`src/rtl/mclg_pkg.sv`:
```
// mclg_pkg: shared widths and defaults for the mip chain layout generator
// no dependencies
`default_nettype none

package mclg_pkg;

  localparam int DEF_MAX_LEVELS  = 15;
  localparam int DEF_EXTENT_BITS = 14;

  localparam int TYPE_W    = 2;
  localparam int LVL_W     = 4;
  localparam int LVL_CMP_W = LVL_W + 1;
  localparam int LAYER_W   = 12;
  localparam int SAMPLE_W  = 7;
  localparam int DEN_W     = 4;
  localparam int BYTES_W   = 5;

  localparam int ROW_OUT_W   = 25;
  localparam int SLICE_OUT_W = 39;
  localparam int OFF_W       = 52;

  localparam logic [TYPE_W-1:0] TYPE_3D = 2'd2;

endpackage

`default_nettype wire

```
`src/rtl/mip_chain_layout_generator_unit.sv`:
```
// mip_chain_layout_generator_unit: sequencer around a shared divider and multiplier
// depends on mclg_pkg, mclg_div, mclg_mul
// each level divides width and height on the bit-serial divider, then runs the multiply chain
//   and emits once the output register is free (out_ready may stall the emit)
// one item at a time: not ready again until the last level has been emitted
// reset: synchronous active low, returns to idle with no result pending
`default_nettype none

module mip_chain_layout_generator_unit
  import mclg_pkg::*;
#(
  parameter int MAX_LEVELS  = DEF_MAX_LEVELS,
  parameter int EXTENT_BITS = DEF_EXTENT_BITS
) (
  input  wire logic                   clk,
  input  wire logic                   rst_n,
  input  wire logic                   in_valid,
  output logic                        in_ready,
  input  wire logic [TYPE_W-1:0]      in_image_type,
  input  wire logic [EXTENT_BITS:0]   in_base_width,
  input  wire logic [EXTENT_BITS:0]   in_base_height,
  input  wire logic [EXTENT_BITS:0]   in_base_depth,
  input  wire logic [LVL_W-1:0]       in_level_count,
  input  wire logic [LAYER_W-1:0]     in_layer_count,
  input  wire logic [SAMPLE_W-1:0]    in_samples,
  input  wire logic [DEN_W-1:0]       in_block_w,
  input  wire logic [DEN_W-1:0]       in_block_h,
  input  wire logic [BYTES_W-1:0]     in_block_bytes,
  output logic                        out_valid,
  input  wire logic                   out_ready,
  output logic [LVL_W-1:0]            out_level_index,
  output logic [OFF_W-1:0]            out_level_offset,
  output logic [BYTES_W-1:0]          out_sample_step,
  output logic [ROW_OUT_W-1:0]        out_row_stride,
  output logic [SLICE_OUT_W-1:0]      out_slice_stride,
  output logic [OFF_W-1:0]            out_end_offset,
  output logic                        out_last_level
);

  localparam int XW  = EXTENT_BITS + 1;
  localparam int RW  = XW + BYTES_W + SAMPLE_W;
  localparam int SW  = RW + XW;
  localparam int SLW = (XW > LAYER_W) ? XW : LAYER_W;
  localparam int MA  = RW;
  localparam int MB  = SLW;
  localparam int PW  = MA + MB;

  typedef enum logic [3:0] {
    ST_IDLE,
    ST_LEVEL,
    ST_DIV_W,
    ST_DIV_H,
    ST_MUL_WB,
    ST_MUL_S,
    ST_MUL_H,
    ST_MUL_LO,
    ST_MUL_HI,
    ST_ACC_HI,
    ST_EMIT
  } state_t;

  state_t state_r;

  logic                is3d_r;
  logic [XW-1:0]       bw_r;
  logic [XW-1:0]       bh_r;
  logic [XW-1:0]       bd_r;
  logic [LVL_W-1:0]    count_r;
  logic [LVL_W-1:0]    lv_r;
  logic [LAYER_W-1:0]  layers_r;
  logic [SAMPLE_W-1:0] samples_r;
  logic [DEN_W-1:0]    blkw_r;
  logic [DEN_W-1:0]    blkh_r;
  logic [BYTES_W-1:0]  bytes_r;
  logic [XW-1:0]       wide_r;
  logic [XW-1:0]       high_r;
  logic [RW-1:0]       row_r;
  logic [SW-1:0]       slice_r;
  logic [OFF_W-1:0]    base_off_r;
  logic [OFF_W-1:0]    acc_r;

  logic                out_valid_r;
  logic [LVL_W-1:0]    out_level_index_r;
  logic [OFF_W-1:0]    out_level_offset_r;
  logic [BYTES_W-1:0]  out_sample_step_r;
  logic [ROW_OUT_W-1:0]   out_row_stride_r;
  logic [SLICE_OUT_W-1:0] out_slice_stride_r;
  logic [OFF_W-1:0]    out_end_offset_r;
  logic                out_last_level_r;

  logic [XW-1:0]       w_shift;
  logic [XW-1:0]       h_shift;
  logic [XW-1:0]       d_shift;
  logic [XW-1:0]       w_lvl;
  logic [XW-1:0]       h_lvl;
  logic [SLW-1:0]      slices;
  logic [LVL_W-1:0]    count_clamped;
  logic                is_last;
  logic                out_free;

  logic                div_start;
  logic [XW-1:0]       div_num;
  logic [DEN_W-1:0]    div_den;
  logic                div_done;
  logic [XW-1:0]       div_quo;
  logic [DEN_W-1:0]    div_rem;
  logic [XW-1:0]       div_ceil;

  logic [MA-1:0]       mul_a;
  logic [MB-1:0]       mul_b;
  logic [PW-1:0]       mul_p;

  always_comb begin
    w_shift = bw_r >> lv_r;
    h_shift = bh_r >> lv_r;
    d_shift = bd_r >> lv_r;
    w_lvl   = (w_shift == '0) ? XW'(1) : w_shift;
    h_lvl   = (h_shift == '0) ? XW'(1) : h_shift;
    if (is3d_r) begin
      slices = (d_shift == '0) ? SLW'(1) : SLW'(d_shift);
    end else begin
      slices = SLW'(layers_r);
    end
    if ({1'b0, in_level_count} > LVL_CMP_W'(MAX_LEVELS)) begin
      count_clamped = LVL_W'(MAX_LEVELS);
    end else begin
      count_clamped = in_level_count;
    end
    is_last  = (lv_r == count_r - 1'b1);
    out_free = !out_valid_r || out_ready;
    div_ceil = div_quo + XW'(div_rem != '0);
  end

  assign div_start = (state_r == ST_LEVEL) || ((state_r == ST_DIV_W) && div_done);
  assign div_num   = (state_r == ST_DIV_W) ? h_lvl : w_lvl;
  assign div_den   = (state_r == ST_DIV_W) ? blkh_r : blkw_r;

  always_comb begin
    mul_a = MA'(wide_r);
    mul_b = MB'(bytes_r);
    unique case (state_r)
      ST_MUL_S: begin
        mul_a = MA'(mul_p);
        mul_b = MB'(samples_r);
      end
      ST_MUL_H: begin
        mul_a = MA'(mul_p);
        mul_b = MB'(high_r);
      end
      ST_MUL_LO: begin
        mul_a = MA'(mul_p);
        mul_b = slices;
      end
      ST_MUL_HI: begin
        mul_a = MA'(slice_r[SW-1:MA]);
        mul_b = slices;
      end
      default: begin
        mul_a = MA'(wide_r);
        mul_b = MB'(bytes_r);
      end
    endcase
  end

  mclg_div #(
    .NUM_W (XW)
  ) u_div (
    .clk   (clk),
    .rst_n (rst_n),
    .start (div_start),
    .num   (div_num),
    .den   (div_den),
    .done  (div_done),
    .quo   (div_quo),
    .rem   (div_rem)
  );

  mclg_mul #(
    .A_W (MA),
    .B_W (MB)
  ) u_mul (
    .clk (clk),
    .a   (mul_a),
    .b   (mul_b),
    .p   (mul_p)
  );

  always_ff @(posedge clk) begin
    if (!rst_n) begin
      state_r     <= ST_IDLE;
      out_valid_r <= 1'b0;
    end else begin
      if (out_valid_r && out_ready) begin
        out_valid_r <= 1'b0;
      end
      unique case (state_r)
        ST_IDLE: begin
          if (in_valid) begin
            is3d_r     <= (in_image_type == TYPE_3D);
            bw_r       <= in_base_width;
            bh_r       <= in_base_height;
            bd_r       <= in_base_depth;
            count_r    <= count_clamped;
            lv_r       <= '0;
            layers_r   <= in_layer_count;
            samples_r  <= in_samples;
            blkw_r     <= (in_block_w == '0) ? DEN_W'(1) : in_block_w;
            blkh_r     <= (in_block_h == '0) ? DEN_W'(1) : in_block_h;
            bytes_r    <= in_block_bytes;
            base_off_r <= '0;
            acc_r      <= '0;
            if (count_clamped != '0) begin
              state_r <= ST_LEVEL;
            end
          end
        end
        ST_LEVEL: begin
          state_r <= ST_DIV_W;
        end
        ST_DIV_W: begin
          if (div_done) begin
            wide_r  <= div_ceil;
            state_r <= ST_DIV_H;
          end
        end
        ST_DIV_H: begin
          if (div_done) begin
            high_r  <= div_ceil;
            state_r <= ST_MUL_WB;
          end
        end
        ST_MUL_WB: begin
          state_r <= ST_MUL_S;
        end
        ST_MUL_S: begin
          state_r <= ST_MUL_H;
        end
        ST_MUL_H: begin
          row_r   <= RW'(mul_p);
          state_r <= ST_MUL_LO;
        end
        ST_MUL_LO: begin
          slice_r <= SW'(mul_p);
          state_r <= ST_MUL_HI;
        end
        ST_MUL_HI: begin
          acc_r   <= acc_r + OFF_W'(mul_p);
          state_r <= ST_ACC_HI;
        end
        ST_ACC_HI: begin
          acc_r   <= acc_r + (OFF_W'(mul_p) << MA);
          state_r <= ST_EMIT;
        end
        ST_EMIT: begin
          if (out_free) begin
            out_valid_r        <= 1'b1;
            out_level_index_r  <= lv_r;
            out_level_offset_r <= base_off_r;
            out_sample_step_r  <= (samples_r > SAMPLE_W'(1)) ? bytes_r : '0;
            out_row_stride_r   <= ROW_OUT_W'(row_r);
            out_slice_stride_r <= SLICE_OUT_W'(slice_r);
            out_end_offset_r   <= acc_r;
            out_last_level_r   <= is_last;
            base_off_r         <= acc_r;
            lv_r               <= lv_r + 1'b1;
            state_r            <= is_last ? ST_IDLE : ST_LEVEL;
          end
        end
        default: begin
          state_r <= ST_IDLE;
        end
      endcase
    end
  end

  assign in_ready         = (state_r == ST_IDLE);
  assign out_valid        = out_valid_r;
  assign out_level_index  = out_level_index_r;
  assign out_level_offset = out_level_offset_r;
  assign out_sample_step  = out_sample_step_r;
  assign out_row_stride   = out_row_stride_r;
  assign out_slice_stride = out_slice_stride_r;
  assign out_end_offset   = out_end_offset_r;
  assign out_last_level   = out_last_level_r;

endmodule

`default_nettype wire

```
`src/rtl/mclg_div.sv`:
```
// mclg_div: iterative restoring divider, one quotient bit per cycle
// depends on mclg_pkg
`default_nettype none

module mclg_div
  import mclg_pkg::*;
#(
  parameter int NUM_W = DEF_EXTENT_BITS + 1
) (
  input  wire logic             clk,
  input  wire logic             rst_n,
  input  wire logic             start,
  input  wire logic [NUM_W-1:0] num,
  input  wire logic [DEN_W-1:0] den,
  output logic                  done,
  output logic [NUM_W-1:0]      quo,
  output logic [DEN_W-1:0]      rem
);

  localparam int CNT_W = $clog2(NUM_W + 1);

  logic             busy_r;
  logic             done_r;
  logic [CNT_W-1:0] cnt_r;
  logic [NUM_W-1:0] quo_r;
  logic [DEN_W-1:0] rem_r;
  logic [DEN_W-1:0] den_r;

  logic [DEN_W:0]   trial;
  logic             ge;
  logic [DEN_W-1:0] rem_nxt;

  always_comb begin
    trial   = {rem_r, quo_r[NUM_W-1]};
    ge      = (trial >= {1'b0, den_r});
    rem_nxt = ge ? DEN_W'(trial - {1'b0, den_r}) : DEN_W'(trial);
  end

  always_ff @(posedge clk) begin
    if (!rst_n) begin
      busy_r <= 1'b0;
      done_r <= 1'b0;
      cnt_r  <= '0;
    end else begin
      done_r <= 1'b0;
      if (start) begin
        busy_r <= 1'b1;
        cnt_r  <= CNT_W'(NUM_W);
        quo_r  <= num;
        rem_r  <= '0;
        den_r  <= den;
      end else if (busy_r) begin
        quo_r <= {quo_r[NUM_W-2:0], ge};
        rem_r <= rem_nxt;
        cnt_r <= cnt_r - 1'b1;
        if (cnt_r == CNT_W'(1)) begin
          busy_r <= 1'b0;
          done_r <= 1'b1;
        end
      end
    end
  end

  assign done = done_r;
  assign quo  = quo_r;
  assign rem  = rem_r;

endmodule

`default_nettype wire

```
`src/rtl/mclg_mul.sv`:
```
// mclg_mul: shared unsigned multiplier with registered product
// depends on mclg_pkg
`default_nettype none

module mclg_mul
  import mclg_pkg::*;
#(
  parameter int A_W = DEF_EXTENT_BITS + 13,
  parameter int B_W = DEF_EXTENT_BITS + 1
) (
  input  wire logic             clk,
  input  wire logic [A_W-1:0]   a,
  input  wire logic [B_W-1:0]   b,
  output logic [A_W+B_W-1:0]    p
);

  logic [A_W+B_W-1:0] p_r;

  always_ff @(posedge clk) begin
    p_r <= (A_W + B_W)'(a) * (A_W + B_W)'(b);
  end

  assign p = p_r;

endmodule

`default_nettype wire
```
`config.mk`:
```
export PLATFORM = sky130hd
export DESIGN_NAME = mip_chain_layout_generator_unit
export DESIGN_NICKNAME = d
export VERILOG_FILES = /design/src/rtl/mclg_pkg.sv /design/src/rtl/mip_chain_layout_generator_unit.sv /design/src/rtl/mclg_div.sv /design/src/rtl/mclg_mul.sv
export SDC_FILE = /design/constraint.sdc
export NUM_CORES = 2
export LEC_CHECK = 0
export BUFFER_PORTS_ARGS = -buffer_cell sky130_fd_sc_hd__clkbuf_2
export CAP_MARGIN = 20
export CELL_PAD_IN_SITES_DETAIL_PLACEMENT = 1
export CELL_PAD_IN_SITES_GLOBAL_PLACEMENT = 1
export CORE_MARGIN = 1
export CORE_UTILIZATION = 50
export DETAILED_ROUTE_END_ITERATION = 6
export MAX_ROUTING_LAYER = met4
export PLACE_DENSITY = 0.88
export SLEW_MARGIN = 25
export SYNTH_ARGS = -nofsm -noshare
export SYNTH_HDL_FRONTEND = slang
export SYNTH_SLANG_ARGS = --single-unit
```
`constraint.sdc`:
```
create_clock -name clk -period 10.3 [get_ports clk]
set_input_delay 1.03 -clock clk [delete_from_list [all_inputs] [get_ports clk]]
set_output_delay 1.03 -clock clk [all_outputs]
set_load 0.01 [all_outputs]
```
==> flow_summary.toml <==
[status]
status = "finished clean"

[placement]
dp_slack_ns = 0.182
dpl.hpwl_um = 91700
port_buffers = 266
routabilityCongestion = 0.977

[final_layout]
fillCellCount = 7638
syn_to_final_growth_pct = 12.3
layout-drive-gt1-share_pct = 14.3
fin_util_pct = 56.9
nets = 4113

[global_route]
grt_max_degree = 165
grt_overflow_total = 0
antenna_found_initial = 5
grt_pass1_vias = 29500
grt_pass1_wl_um = 179000
grt_usage_pct = 33.5

[worst_setup_path]
critPathLaunchType = "flip-flop"
cp.arrival_ns = 10.46
critPathRequiredTime_ns = 10.87
timing.rr.start = "lv_r[1]"
cpPeakStageDelay_ns = 0.67
path_common_cell = "fa_1"
cp-startpoint = "lv_r[1]"
cp_max_fo = 13
endpoint_kind = "flip-flop"
critPathBufInv = 4
critical_path_class = "flip-flop to flip-flop"
path_delay_family = "adder cells"
critical-path-slowest-cell = "mux4_1"

[clock_tree]
cts.htree.levels = 2
clkTransAtPathRegs_ns = 0.06
cts_tree = "built"
cts_root_buf = "clkbuf_16"
cts_buffers = 56
clock_sink_count = 541
insertion_delay_ns = 0.66
clockBufferDepth = 3

[synth]
syn_nets = 3842
synth_top_cell_by_area = "edfxtp_1"
syn_inst = 3247
yosysMostFrequentCell = "edfxtp_1"
synthesis.area_mm2 = 0.0363
yosysUniqueCellTypes = 75
synth_ff_type = "edfxtp_1"
netlist.area_leader.share_pct = 40.3
synth_seq_cells = 541
ys_top_cells_by_count = "edfxtp_1, inv_1, fa_1, nor2_1, nand2_1"
synth-edff-count = 488
ys_async_sr_fraction_pct = 0
synth.avg_cell_area_um2 = 11.2
yosysWarnings = 0
seq_area_frac_synth_pct = 43.2
yosys-top-cells-area = "edfxtp_1, fa_1, ha_1, inv_1, nor2_1"

[die]
dieArea_mm2 = 0.0738
ios = 267
die_y_um = 272
chipWidth_um = 272
coreArea_mm2 = 0.0717
start_util_pct = 50.7
rows = 98

[sta]
worst_slew_margin_rel_pct = 26.1
setup_violations = 0
hold_viol = 0
rsz0062_at_grt = "no"
drv_slew = 0
fin_ws_ns = 0.419
fin_crit_sh_pct = 95.9
setup-tns-final_ns = 0
fmax_mhz = 101
period_needed_ns = 9.88
worst_pin_slew_ns = 1.11
fin_skew_ns = 0.0539

[worst_hold_path]
min_from = "base_off_r[41]"
hp-class = "flip-flop to flip-flop"

[route]
wl_per_cell_um = 26.5
num_vias = 27200
drt_iter0_markers = 2154
viasPerCell = 6.02
wl_um = 120000
drt_first_pass_iters = 7
ant_nets = 0
drc_errors = 0

[power_and_ir_drop]
vdd_ir_drop_max_uv = 404
powerDensity_mw_per_mm2 = 353
cellLeakagePower_nw = 17.1
total_power_mw = 14.4

[run]
drv_cap = 0
==> through the flow <==
| stage | hold slack (ns) | std cells | area (µm²) |
|---|---|---|---|
| floorplan | 0.400 | 3247 | 36300 |
| global placement | 0.401 | 4405 | 38900 |
| detailed placement | 0.405 | 4405 | 38900 |
| CTS | 0.396 | 4508 | 40700 |
| global route | 0.410 | 4514 | 40800 |
| finish | 0.387 | 4518 | 40800 |
==> cell type report <==
cell class / count / area, µm² / share of cell area (%)
Antenna cell: 5 / 12.5 / 0.0307
Clock buffer: 74 / 1500 / 3.67
Clock inverter: 29 / 310 / 0.760
Inverter: 385 / 1450 / 3.54
Multi-Input combinational cell: 2194 / 18700 / 45.9
Sequential cell: 541 / 15700 / 38.5
Tap cell: 950 / 1190 / 2.91
Timing Repair Buffer: 340 / 1920 / 4.70
==> final timing paths <==
check                         end  slack [ns]  cells past startpoint
max                   u_mul.p[40]        0.42                     29
min          out_level_offset[41]        0.39                      0
max reg2reg           u_mul.p[40]        0.42                     29
min reg2reg  out_level_offset[41]        0.39                      0
==> per-layer routing <==
| metal | track usage [%] | vias to the layer above | share of wire [%] |
|---|---|---|---|
| met4 | 19.0 | 0 | 6.4 |
| met3 | 5.04 | 411 | 7.3 |
| met2 | 56.1 | 1346 | 50 |
| met5 | - | - | 0 |
| li1 | - | 11600 | - |
| met1 | 38.4 | 13800 | 36 |
==> flip-flops by register name, summed over array words and instances (netlist names), 39 cells and up <==
name,count
slice_r,42
base_off_r,52
acc_r,52
out_level_offset,52
u_mul.p,42
out_slice_stride,39
out_end_offset,52
==> placed cells by master (no fill, tap or decap), types with 12 or more instances in the layout <==
cell / instances
ha_1: 182
mux4_2: 14
nand2_2: 21
nand2_1: 316
nor2_1: 325
nand4_1: 15
inv_1: 383
fa_1: 326
and3_1: 14
o22ai_1: 40
and2_1: 86
a21oi_1: 141
a31oi_1: 13
o21a_1: 28
nand3_1: 37
o21ai_0: 89
clkbuf_16: 56
mux2_2: 16
mux2i_1: 44
o21bai_1: 20
a21o_1: 57
buf_4: 70
dfxtp_1: 53
o22a_1: 17
clkbuf_2: 266
xnor2_1: 79
xor2_1: 43
edfxtp_1: 488
o211ai_1: 14
nor2b_1: 16
nor3_1: 33
a21boi_0: 12
nand2b_1: 31
clkbuf_1: 15
a211oi_1: 26
==> cells by family (layout without fill, tap and decap cells) <==
group	Yosys count	count (layout)	synth area share, %
buf+inv	512	828	5.46
other cells	0	5	0
flops	541	541	43.2
compound gates	549	549	9.85
fa+ha+maj	508	508	24.2
simple gates	939	939	11.6
mux	76	76	2.72
xor+xnor	122	122	2.94
==> power by group <==
| group | internal [mW] | leakage (nW) | switching, mW |
|---|---|---|---|
| clock | 1.13 | 0.874 | 0.898 |
| sequential | 2.92 | 4.91 | 0.432 |
| combinational | 3.41 | 11.4 | 5.61 |
| total | 7.46 | 17.1 | 6.94 |
==> what timing repair did <==
| action | in CTS | in global routing |
|---|---|---|
| resized for setup | 0 | 4 |
| buffers inserted | 0 | 5 |
| hold buffers | 0 | 0 |
| setup endpoints to repair | 0 | 6 |
Note: power is estimated with default switching activity, not from simulation.
